## src/hdl/assert_macros.svh

```systemverilog
// assertion helpers
`ifndef ASSERT_MACROS_SVH
`define ASSERT_MACROS_SVH
`define ASSERT_CLK(label, prop, msg) \
	label: assert property (@(posedge clk) disable iff (!arst_n) prop) else $error(msg);
// condition that must never be seen on a clock edge
`define ASSERT_NEVER(label, cond, msg) \
	label: assert property (@(posedge clk) disable iff (!arst_n) !(cond)) else $error(msg);
`endif

```

## src/hdl/sha_pkg.sv

```systemverilog
package sha_pkg;
	localparam int FIFO_DEPTH = 4;

	typedef struct packed {
		logic [31:0] word;
		logic        last;
	} blk_word_t;

	localparam logic [31:0] ROUND_K [64] = '{
		32'h428a2f98, 32'h71374491, 32'hb5c0fbcf, 32'he9b5dba5, 32'h3956c25b, 32'h59f111f1,
		32'h923f82a4, 32'hab1c5ed5, 32'hd807aa98, 32'h12835b01, 32'h243185be, 32'h550c7dc3,
		32'h72be5d74, 32'h80deb1fe, 32'h9bdc06a7, 32'hc19bf174, 32'he49b69c1, 32'hefbe4786,
		32'h0fc19dc6, 32'h240ca1cc, 32'h2de92c6f, 32'h4a7484aa, 32'h5cb0a9dc, 32'h76f988da,
		32'h983e5152, 32'ha831c66d, 32'hb00327c8, 32'hbf597fc7, 32'hc6e00bf3, 32'hd5a79147,
		32'h06ca6351, 32'h14292967, 32'h27b70a85, 32'h2e1b2138, 32'h4d2c6dfc, 32'h53380d13,
		32'h650a7354, 32'h766a0abb, 32'h81c2c92e, 32'h92722c85, 32'ha2bfe8a1, 32'ha81a664b,
		32'hc24b8b70, 32'hc76c51a3, 32'hd192e819, 32'hd6990624, 32'hf40e3585, 32'h106aa070,
		32'h19a4c116, 32'h1e376c08, 32'h2748774c, 32'h34b0bcb5, 32'h391c0cb3, 32'h4ed8aa4a,
		32'h5b9cca4f, 32'h682e6ff3, 32'h748f82ee, 32'h78a5636f, 32'h84c87814, 32'h8cc70208,
		32'h90befffa, 32'ha4506ceb, 32'hbef9a3f7, 32'hc67178f2};

	localparam logic [31:0] INIT_HASH [8] = '{
		32'h6a09e667, 32'hbb67ae85, 32'h3c6ef372, 32'ha54ff53a,
		32'h510e527f, 32'h9b05688c, 32'h1f83d9ab, 32'h5be0cd19};

	localparam logic [31:0] PAD_WORD = 32'h80000000;
endpackage

```

## src/hdl/sha_front.sv

```systemverilog
// Pads the message: turns input beats into a stream of block words.
module sha_front (
	input  logic                   clk,
	input  logic                   arst_n,
	input  logic                   in_valid,
	output logic                   in_ready,
	input  logic [31:0]            in_word,
	input  logic [2:0]             in_count,
	input  logic                   in_last,
	output logic                   w_valid,
	input  logic                   w_ready,
	output sha_pkg::blk_word_t     w_data
);
	typedef enum logic [3:0] {
		ST_TAKE = 4'b0001,
		ST_PAD  = 4'b0010,
		ST_ZERO = 4'b0100,
		ST_LEN  = 4'b1000
	} fstate_t;

	fstate_t     state_q;
	logic [63:0] len_q;
	logic [3:0]  fill_q;
	logic        hi_q;
	logic [2:0]  cnt;
	logic [31:0] keep;
	logic [63:0] len_n;

	assign cnt = (in_count > 3'd4 || !in_last) ? 3'd4 : in_count;
	assign len_n = len_q + {58'd0, cnt, 3'd0};
	assign in_ready = (state_q == ST_TAKE) && w_ready;

	always_comb begin
		keep = (cnt == 3'd0) ? 32'd0 : ~(32'hffffffff >> {cnt, 3'd0});
		w_valid = 1'b1;
		w_data.last = 1'b0;
		unique case (state_q)
			ST_TAKE: begin
				w_valid = in_valid;
				if (!in_last || cnt == 3'd4) w_data.word = in_word;
				else w_data.word = (in_word & keep) | (sha_pkg::PAD_WORD >> {cnt, 3'd0});
			end
			ST_PAD:  w_data.word = sha_pkg::PAD_WORD;
			ST_ZERO: w_data.word = 32'd0;
			ST_LEN: begin
				w_data.word = hi_q ? len_q[63:32] : len_q[31:0];
				w_data.last = !hi_q;
			end
			default: w_data.word = 32'd0;
		endcase
	end

	always_ff @(posedge clk or negedge arst_n) begin
		if (!arst_n) begin
			state_q <= ST_TAKE;
			len_q <= '0;
			fill_q <= '0;
			hi_q <= 1'b1;
		end else if (w_valid && w_ready) begin
			fill_q <= fill_q + 4'd1;
			unique case (state_q)
				ST_TAKE: begin
					len_q <= len_n;
					if (in_last) begin
						if (cnt == 3'd4) state_q <= ST_PAD;
						else if (fill_q + 4'd1 == 4'd14) state_q <= ST_LEN;
						else state_q <= ST_ZERO;
					end
				end
				ST_PAD, ST_ZERO: begin
					state_q <= (fill_q + 4'd1 == 4'd14) ? ST_LEN : ST_ZERO;
				end
				ST_LEN: begin
					hi_q <= !hi_q;
					if (!hi_q) begin
						state_q <= ST_TAKE;
						len_q <= '0;
					end
				end
				default: state_q <= ST_TAKE;
			endcase
		end
	end
endmodule

```

## src/hdl/sha_fifo.sv

```systemverilog
// Short queue between padding and compression.
module sha_fifo #(
	parameter int DEPTH = sha_pkg::FIFO_DEPTH
) (
	input  logic               clk,
	input  logic               arst_n,
	input  logic               wr_valid,
	output logic               wr_ready,
	input  sha_pkg::blk_word_t wr_data,
	output logic               rd_valid,
	input  logic               rd_ready,
	output sha_pkg::blk_word_t rd_data
);
	localparam int AW = (DEPTH > 1) ? $clog2(DEPTH) : 1;
	sha_pkg::blk_word_t mem_q [DEPTH];
	logic [AW:0] cnt_q;
	logic [AW-1:0] wp_q, rp_q;
	logic wr, rd;

	assign wr_ready = cnt_q != (AW+1)'(DEPTH);
	assign rd_valid = cnt_q != '0;
	assign rd_data = mem_q[rp_q];
	assign wr = wr_valid && wr_ready;
	assign rd = rd_valid && rd_ready;

	always_ff @(posedge clk) if (wr) mem_q[wp_q] <= wr_data;

	always_ff @(posedge clk or negedge arst_n) begin
		if (!arst_n) begin
			cnt_q <= '0;
			wp_q <= '0;
			rp_q <= '0;
		end else begin
			if (wr) wp_q <= (wp_q == AW'(DEPTH-1)) ? '0 : wp_q + 1'b1;
			if (rd) rp_q <= (rp_q == AW'(DEPTH-1)) ? '0 : rp_q + 1'b1;
			cnt_q <= cnt_q + (AW+1)'(wr) - (AW+1)'(rd);
		end
	end
endmodule

```

## src/hdl/sha_core.sv

```systemverilog
`include "assert_macros.svh"
// Collects 16 words, runs 64 rounds one per cycle, emits digest at message end.
module sha_core (
	input  logic               clk,
	input  logic               arst_n,
	input  logic               w_valid,
	output logic               w_ready,
	input  sha_pkg::blk_word_t w_data,
	output logic               out_valid,
	input  logic               out_ready,
	output logic [31:0]        out_word,
	output logic [2:0]         out_index,
	output logic               out_last
);
	typedef enum logic [3:0] {
		C_FILL = 4'b0001,
		C_RUN  = 4'b0010,
		C_ADD  = 4'b0100,
		C_OUT  = 4'b1000
	} cstate_t;

	cstate_t     state_q;
	logic [31:0] sched_q [16];
	logic [31:0] hash_q [8];
	logic [31:0] v_q [8];
	logic [3:0]  fill_q;
	logic [5:0]  rnd_q;
	logic [2:0]  idx_q;
	logic        fin_q;
	logic [31:0] wj, s0, s1, big0, big1, ch, maj, t1, t2, wnew;

	function automatic logic [31:0] ror(input logic [31:0] v, input int n);
		ror = (v >> n) | (v << (32 - n));
	endfunction

	assign w_ready = state_q == C_FILL;
	assign out_valid = state_q == C_OUT;
	assign out_word = hash_q[idx_q];
	assign out_index = idx_q;
	assign out_last = idx_q == 3'd7;

	always_comb begin
		wj = sched_q[0];
		s0 = ror(sched_q[1], 7) ^ ror(sched_q[1], 18) ^ (sched_q[1] >> 3);
		s1 = ror(sched_q[14], 17) ^ ror(sched_q[14], 19) ^ (sched_q[14] >> 10);
		wnew = sched_q[0] + s0 + sched_q[9] + s1;
		big1 = ror(v_q[4], 6) ^ ror(v_q[4], 11) ^ ror(v_q[4], 25);
		ch = (v_q[4] & v_q[5]) ^ (~v_q[4] & v_q[6]);
		t1 = v_q[7] + big1 + ch + sha_pkg::ROUND_K[rnd_q] + wj;
		big0 = ror(v_q[0], 2) ^ ror(v_q[0], 13) ^ ror(v_q[0], 22);
		maj = (v_q[0] & v_q[1]) ^ (v_q[0] & v_q[2]) ^ (v_q[1] & v_q[2]);
		t2 = big0 + maj;
	end

	// schedule window is a shift line: word j sits at tap 0
	always_ff @(posedge clk) begin
		if (state_q == C_FILL && w_valid) begin
			for (int i = 0; i < 15; i++) sched_q[i] <= sched_q[i+1];
			sched_q[15] <= w_data.word;
			if (fill_q == 4'd15) for (int i = 0; i < 8; i++) v_q[i] <= hash_q[i];
		end else if (state_q == C_RUN) begin
			for (int i = 0; i < 15; i++) sched_q[i] <= sched_q[i+1];
			sched_q[15] <= wnew;
			v_q[0] <= t1 + t2;
			v_q[1] <= v_q[0];
			v_q[2] <= v_q[1];
			v_q[3] <= v_q[2];
			v_q[4] <= v_q[3] + t1;
			v_q[5] <= v_q[4];
			v_q[6] <= v_q[5];
			v_q[7] <= v_q[6];
		end
	end

	always_ff @(posedge clk or negedge arst_n) begin
		if (!arst_n) begin
			state_q <= C_FILL;
			fill_q <= '0;
			rnd_q <= '0;
			idx_q <= '0;
			fin_q <= 1'b0;
			for (int i = 0; i < 8; i++) hash_q[i] <= sha_pkg::INIT_HASH[i];
		end else begin
			unique case (state_q)
				C_FILL: if (w_valid) begin
					fill_q <= fill_q + 4'd1;
					if (fill_q == 4'd15) begin
						state_q <= C_RUN;
						rnd_q <= '0;
						fin_q <= w_data.last;
					end
				end
				C_RUN: begin
					rnd_q <= rnd_q + 6'd1;
					if (rnd_q == 6'd63) state_q <= C_ADD;
				end
				C_ADD: begin
					for (int i = 0; i < 8; i++) hash_q[i] <= hash_q[i] + v_q[i];
					state_q <= fin_q ? C_OUT : C_FILL;
					idx_q <= '0;
				end
				C_OUT: if (out_ready) begin
					idx_q <= idx_q + 3'd1;
					if (idx_q == 3'd7) begin
						state_q <= C_FILL;
						for (int i = 0; i < 8; i++) hash_q[i] <= sha_pkg::INIT_HASH[i];
					end
				end
				default: state_q <= C_FILL;
			endcase
		end
	end

	`ASSERT_CLK(a_fill_idle, (state_q != C_FILL) |-> (fill_q == 4'd0), "fill count off")
	`ASSERT_CLK(a_run_end, (state_q == C_ADD) |-> $past(rnd_q) == 6'd63, "round count off")
	`ASSERT_CLK(a_out_idx, (state_q == C_OUT && $past(state_q) == C_ADD) |-> idx_q == 3'd0,
		"digest index off")
	`ASSERT_NEVER(a_fill_during_out, w_ready && out_valid, "fill while digest pending")
endmodule

```

## src/hdl/sha256_message_hasher.sv

```systemverilog
// SHA-256 message hasher.
// Slave channel s_axis_*: one beat per message word, big-endian, first byte in
// bits 31..24; tuser gives the valid byte count, tlast marks the final word.
// Master channel m_axis_*: eight beats per message, digest words h0..h7,
// tuser holds the word index, tlast is set on h7.
// A padding front turns beats into block words and feeds a four-entry queue;
// the compression back end collects 16 words, then runs 64 rounds at one
// round per cycle and folds the result into the chaining hash; it takes no
// words of the next block until that fold is done.
// The last word adds 2 to 18 padding words (one extra block if needed).
// The digest appears after the final block's rounds and stays while
// m_axis_tready is low; input then backs up through the queue.
// After h7 is taken the hash returns to the initial values.
// Reset (arst_n low) clears the queue and length counter and loads the initial hash values.
module sha256_message_hasher #(
	parameter int FIFO_DEPTH = sha_pkg::FIFO_DEPTH
) (
	input  logic        clk,
	input  logic        arst_n,
	input  logic        s_axis_tvalid,
	output logic        s_axis_tready,
	input  logic [31:0] s_axis_tdata,  // message_word
	input  logic [2:0]  s_axis_tuser,  // byte_count
	input  logic        s_axis_tlast,  // last_word
	output logic        m_axis_tvalid,
	input  logic        m_axis_tready,
	output logic [31:0] m_axis_tdata,  // digest_word
	output logic [2:0]  m_axis_tuser,  // word_index
	output logic        m_axis_tlast   // last_digest
);
	logic f_valid, f_ready, q_valid, q_ready;
	sha_pkg::blk_word_t f_data, q_data;

	sha_front u_front (
		.clk(clk), .arst_n(arst_n),
		.in_valid(s_axis_tvalid), .in_ready(s_axis_tready),
		.in_word(s_axis_tdata), .in_count(s_axis_tuser), .in_last(s_axis_tlast),
		.w_valid(f_valid), .w_ready(f_ready), .w_data(f_data));

	sha_fifo #(.DEPTH(FIFO_DEPTH)) u_fifo (
		.clk(clk), .arst_n(arst_n),
		.wr_valid(f_valid), .wr_ready(f_ready), .wr_data(f_data),
		.rd_valid(q_valid), .rd_ready(q_ready), .rd_data(q_data));

	sha_core u_core (
		.clk(clk), .arst_n(arst_n),
		.w_valid(q_valid), .w_ready(q_ready), .w_data(q_data),
		.out_valid(m_axis_tvalid), .out_ready(m_axis_tready),
		.out_word(m_axis_tdata), .out_index(m_axis_tuser), .out_last(m_axis_tlast));
endmodule

```

## config.mk

```make
export PLATFORM = sky130hd
export DESIGN_NAME = sha256_message_hasher
export DESIGN_NICKNAME = d
export VERILOG_FILES = /design/src/hdl/sha_pkg.sv /design/src/hdl/sha_front.sv /design/src/hdl/sha_fifo.sv /design/src/hdl/sha_core.sv /design/src/hdl/sha256_message_hasher.sv
export VERILOG_INCLUDE_DIRS = /design/src /design/src/hdl
export SDC_FILE = /design/constraint.sdc
export NUM_CORES = 2
export LEC_CHECK = 0
export BUFFER_PORTS_ARGS = -buffer_cell sky130_fd_sc_hd__buf_2
export CAP_MARGIN = 20
export CORE_MARGIN = 4
export CORE_UTILIZATION = 61
export DETAILED_ROUTE_END_ITERATION = 8
export PLACE_DENSITY = 0.85
export REMOVE_ABC_BUFFERS = 1
export SLEW_MARGIN = 20
export SYNTH_ARGS = -nofsm -noshare
export SYNTH_HDL_FRONTEND = slang
export SYNTH_HIERARCHICAL = 1
export SYNTH_SLANG_ARGS = --single-unit
export TNS_END_PERCENT = 20
```

## constraint.sdc

```tcl
create_clock -name clk -period 19.08 [get_ports clk]
set_clock_uncertainty 0.15 [all_clocks]
set_input_delay 1.908 -clock clk [delete_from_list [all_inputs] [get_ports clk]]
set_output_delay 1.908 -clock clk [all_outputs]
set_load 0.05 [all_outputs]
```

# After elaboration in Yosys (flattened, before gate mapping)
# Memories as Yosys holds them, arrays and structs flattened.
# Index checks and enable logic that the tools add are counted.
# word_totals
ff_bits	354
latch_bits	0
ram_bits	900
romBits	2048
inputBits	40
out_inout_bits	38
elab_cells	227
mem_count	4
# memory_table
name	depth	width	read_ports	rd_ports_with_merged_regs	wr	line	text
(name not given)	64	32	1	0	0	sha_core.sv:49	t1 = v_q[7] + big1 + ch + sha_pkg::ROUND_K[rnd_q] + wj;
u_core.sched_q	16	32	16	0	16	sha_core.sv:23	logic [31:0] sched_q [16];
u_core.v_q	8	32	8	0	8	sha_core.sv:25	logic [31:0] v_q [8];
u_fifo.mem_q	4	33	1	0	1	sha_fifo.sv:15	sha_pkg::blk_word_t mem_q [DEPTH];
# classes
add_sub_neg	27
n_mul	0
div_mod_pow	0
order_cmp	3
eq_ne	23
shifts	2
n_mux	70
bitwise_logic	56
n_reduce_logical	22
# op_table
cell	n
$mux 32	31
$add 32x32->32	18
$mux 256	2
$pmux 256 s2	1
$xor 32x32->32	9
$and 32x32->32	6
$pmux 64 s2	1
$bmux 32 s3	1
$pmux 32 s3	1
$add 64x6->64	1
$mux 64	1
$not 32->32	2
$shr 32x6->32 const A	2
$mux 4	10
$or 10x32->32	1
$or 13x32->32	1
$or 14x32->32	1
$or 15x32->32	1
$or 19x32->32	1
$or 21x32->32	1
$or 25x32->32	1
$or 26x32->32	1
$or 30x32->32	1
$or 32x32->32	1
other kinds (43)	107

# Depth between registers and ports, before layout
# logic_depth
ltp_word	10
ltp_mapped	40
mapped_depth_nobuf	39

# Modules after synthesis
# The synthesis kept the hierarchy.
# by_module_without_submodules
mod	instances	cells_per_inst	area_each_um2	seq_area_each_um2
sha_core	1	6135	65992.0	30090.1
sha_fifo	1	211	5200.0	4139.0
sha_front	1	552	4618.2	1754.2

# Worst setup path after synthesis
# No wires, ideal clock.
# synth_timing
kind	register -> register
startpoint	reg u_core.state_q[0]
endpoint	mem u_core.sched_q[0][0] (enable)
setup_ns	3.632
arrival_ns	9.942
required_time_ns	15.298
path_slack_ns	5.356
stages_incl_launch_ff	7
path_buffers	4
synth_period_minus_slack_ns	13.724
path_cell_list	dfstp_2 > or4b_2 > clkbuf_1 > clkbuf_1 > clkbuf_1 > clkbuf_1 > nand2_1
# synth_rtl
item	line	text
start, declared	sha_core.sv:22	cstate_t state_q;
start signal, assigned	sha_core.sv:99	state_q <= fin_q ? C_OUT : C_FILL;
end, declared	sha_core.sv:23	

==> impl_metrics.py <==
metrics = {
    "status": {
        "status": "complete, no violations",
    },
    "yosys": {
        "ys_async_sr_fraction_pct": 28.1,
        "yosys_warnings": 6,
        "post_synth_inst_count": 6898,
        "dominantRegCellSynth": "edfxtp_1",
        "synth.yosys.seq_area_share_pct": 47.5,
        "synth_edf_count": 900,
        "yosysMostFrequentCell": "edfxtp_1",
        "synth_cell_types": 107,
        "synth_area_leaders": "edfxtp_1 (36%), dfrtp_1 (7.0%), ha_1 (6.7%), fa_1 (5.2%), dfstp_2 (4.8%)",
        "syn_area_um2": 75800,
        "synth_top_area_share_pct": 35.6,
        "synth_largest_area_cell": "edfxtp_1",
        "synthTopCellsByCount": "edfxtp_1 (900), nand2_1 (852), a21oi_1 (512)",
        "syn_area_per_cell_um2": 11.0,
        "synth-seq-cells": 1251,
    },
    "sta": {
        "fmax_ghz": 0.0942,
        "min_period_ps": 10610,
        "slew_viol_final": 0,
        "worstMarginPinSlew_ps": 1240,
        "setup_viol": 0,
        "relSlewSlack_pct": 17.6,
        "fin_crit_sh_pct": 55.6,
        "rsz0062_at_grt": "no",
        "hold_viol_final": 0,
    },
    "clock_network": {
        "cts.sinks": 1251,
        "root_buffer": "clkbuf_16",
        "cts_buffers": 134,
        "post_cts_buffers": 0,
        "clock_latency_ps": 800,
        "cts_resized": 0,
        "clkTransAtPathRegs_ps": 70,
        "cts_max_path_buffers": 3,
        "h-tree-depth": 4,
        "hold_buffers": 0,
        "cts_tree": "done",
    },
    "placement": {
        "port_buffers": 77,
        "dp_hpwl_um": 158000,
        "gp_congestion": 1.02,
    },
    "global_route": {
        "antenna_found_initial": 5,
        "grt_overflow_total": 0,
        "grt_max_degree": 213,
        "grt_pass1_wl_um": 348000,
        "track_usage_pct": 34.8,
        "grt_pass1_vias": 56588,
    },
    "drt": {
        "num_vias": 58013,
        "viasPerCell": 6.73,
        "drt-pass1-iter-count": 8,
        "drc": 0,
        "drtIter0Drc": 8744,
        "wire_per_inst_um": 26.7,
        "routed_wl_um": 230000,
        "postRouteAntennaNets": 0,
    },
    "setup_path": {
        "crit_arrival_ps": 10960,
        "crit_fanout": 22,
        "cp-end-kind": "flip-flop",
        "cp.required_ps": 19420,
        "crit_type": "flip-flop to flip-flop",
        "worstSetupStartpointType": "flip-flop",
        "cp_slowest_cell": "ha_1",
        "cp_common_cell": "a21oi_1",
        "crit_path_max_incr_delay_ps": 850,
    },
    "floorplanning": {
        "core_um2": 124000,
        "io_pins": 78,
        "die_h_um": 361,
        "die_area_um2": 130000,
        "die_x_um": 361,
        "std_cell_rows": 129,
        "start_util_pct": 61.3,
    },
    "cells_and_area": {
        "fillers": 8743,
        "drive_gt1_share_pct": 11.5,
        "final_util_pct": 66.6,
        "syn_to_final_growth_pct": 8.59,
        "nets": 7514,
    },
    "job": {
        "cap_violations": 0,
    },
    "min_path": {
        "hold_class": "flip-flop to flip-flop",
    },
}
## layout by cell type, fill, tap and decap left out, types with 110 or more instances in the layout
cell type,instances
fa_1,196
nor2_1,369
inv_1,408
dfrtp_1,204
mux4_2,110
a21oi_1,511
clkbuf_16,135
a21o_1,160
dfstp_2,139
edfxtp_1,900
o21ai_0,462
xnor2_1,370
nand2_1,849
xor2_1,238
ha_1,408
mux2_2,121
## per-layer routing
metal  global-route usage [%]  routed length, um  vias to the layer above  part of all wire, %
met1                     47.2              85900                    28153                   37
li1                         -                  -                    24736                    -
met2                     52.0             101000                     4213                   44
met5                        0                142                        -                0.062
met4                     16.4              13400                        4                  5.8
met3                     10.2              29700                      907                   13
## state kept, by name, indices dropped and copies added, names as in the netlist
name / cells
u_front/len_q: 61
u_fifo/rp_q: 2
u_core/state_q: 4
u_core/fill_q: 4
u_core/fin_q: 1
u_core/out_index: 3
u_fifo/cnt_q: 3
u_core/sched_q: 512
u_fifo/mem_q: 132
u_core/v_q: 256
u_front/hi_q: 1
u_core/hash_q: 256
u_core/rnd_q: 6
u_front/fill_q: 4
u_front/state_q: 4
u_fifo/wp_q: 2
## through the flow
stage / cells / worst slack, ps / TNS (ps) / instance area, um^2 / hold slack [ps]
final: 8622 / 8470 / 0 / 82300 / 239
after global routing: 8619 / 7830 / 0 / 82300 / 250
after CTS: 8618 / 8790 / 0 / 82300 / 238
after detailed placement: 8370 / 8800 / 0 / 77700 / 255
after global placement: 8370 / 9050 / 0 / 77700 / 250
after floorplan: 6588 / -7890 / -824380 / 74600 / 250
## logic make-up (layout without fill, tap and decap cells)
kind of cell	Yosys count	in the layout	synth area share, %
AOI/OAI and AO/OA	1659	1659	13.6
xor gates and xnor gates	608	608	7.02
adders and majority gates	627	627	12.2
buffers and inverters	720	804	3.60
DFF	1251	1251	47.5
muxes	279	279	5.71
other	0	3	0
and+or+nand+nor	1754	1754	10.4
## layout make-up
| cell class | instances | area (um^2) | area share [%] |
|---|---|---|---|
| Tap cell | 1637 | 2050 | 2.49 |
| Clock buffer | 183 | 3710 | 4.50 |
| Multi-Input combinational cell | 4927 | 37200 | 45.2 |
| Sequential cell | 1251 | 36000 | 43.7 |
| Antenna cell | 3 | 7.51 | 0.00912 |
| Timing Repair Buffer | 146 | 983 | 1.19 |
| Clock inverter | 65 | 852 | 1.04 |
| Inverter | 410 | 1540 | 1.87 |
## path summary, 6_finish.rpt
path                                        from                     to  slack, ps  cells past startpoint
max reg2reg                      u_core/rnd_q[0]      u_core/v_q[0][31]       8470                     35
min reg2reg                u_core/sched_q[8][12]  u_core/sched_q[7][12]        240                      0
min in group asynchronous                 arst_n     u_core/hash_q[218]        950                      1
max                              u_core/rnd_q[0]      u_core/v_q[0][31]       8470                     35
min                        u_core/sched_q[8][12]  u_core/sched_q[7][12]        240                      0
max in group asynchronous                 arst_n    u_core/out_index[1]      15620                      3
## worst max-delay path: cells and delay by family, from the launching register on
family,cells,cell delay (ps)
simple gates,6,1190
compound gates,16,3410
fa+ha+maj,7,3310
xor+xnor,3,720
flops,1,840
buf+inv,3,750
Power is left out: the tool's default activity adds up to more than one toggle a clock period on the data nets, which glitch-free logic cannot reach.
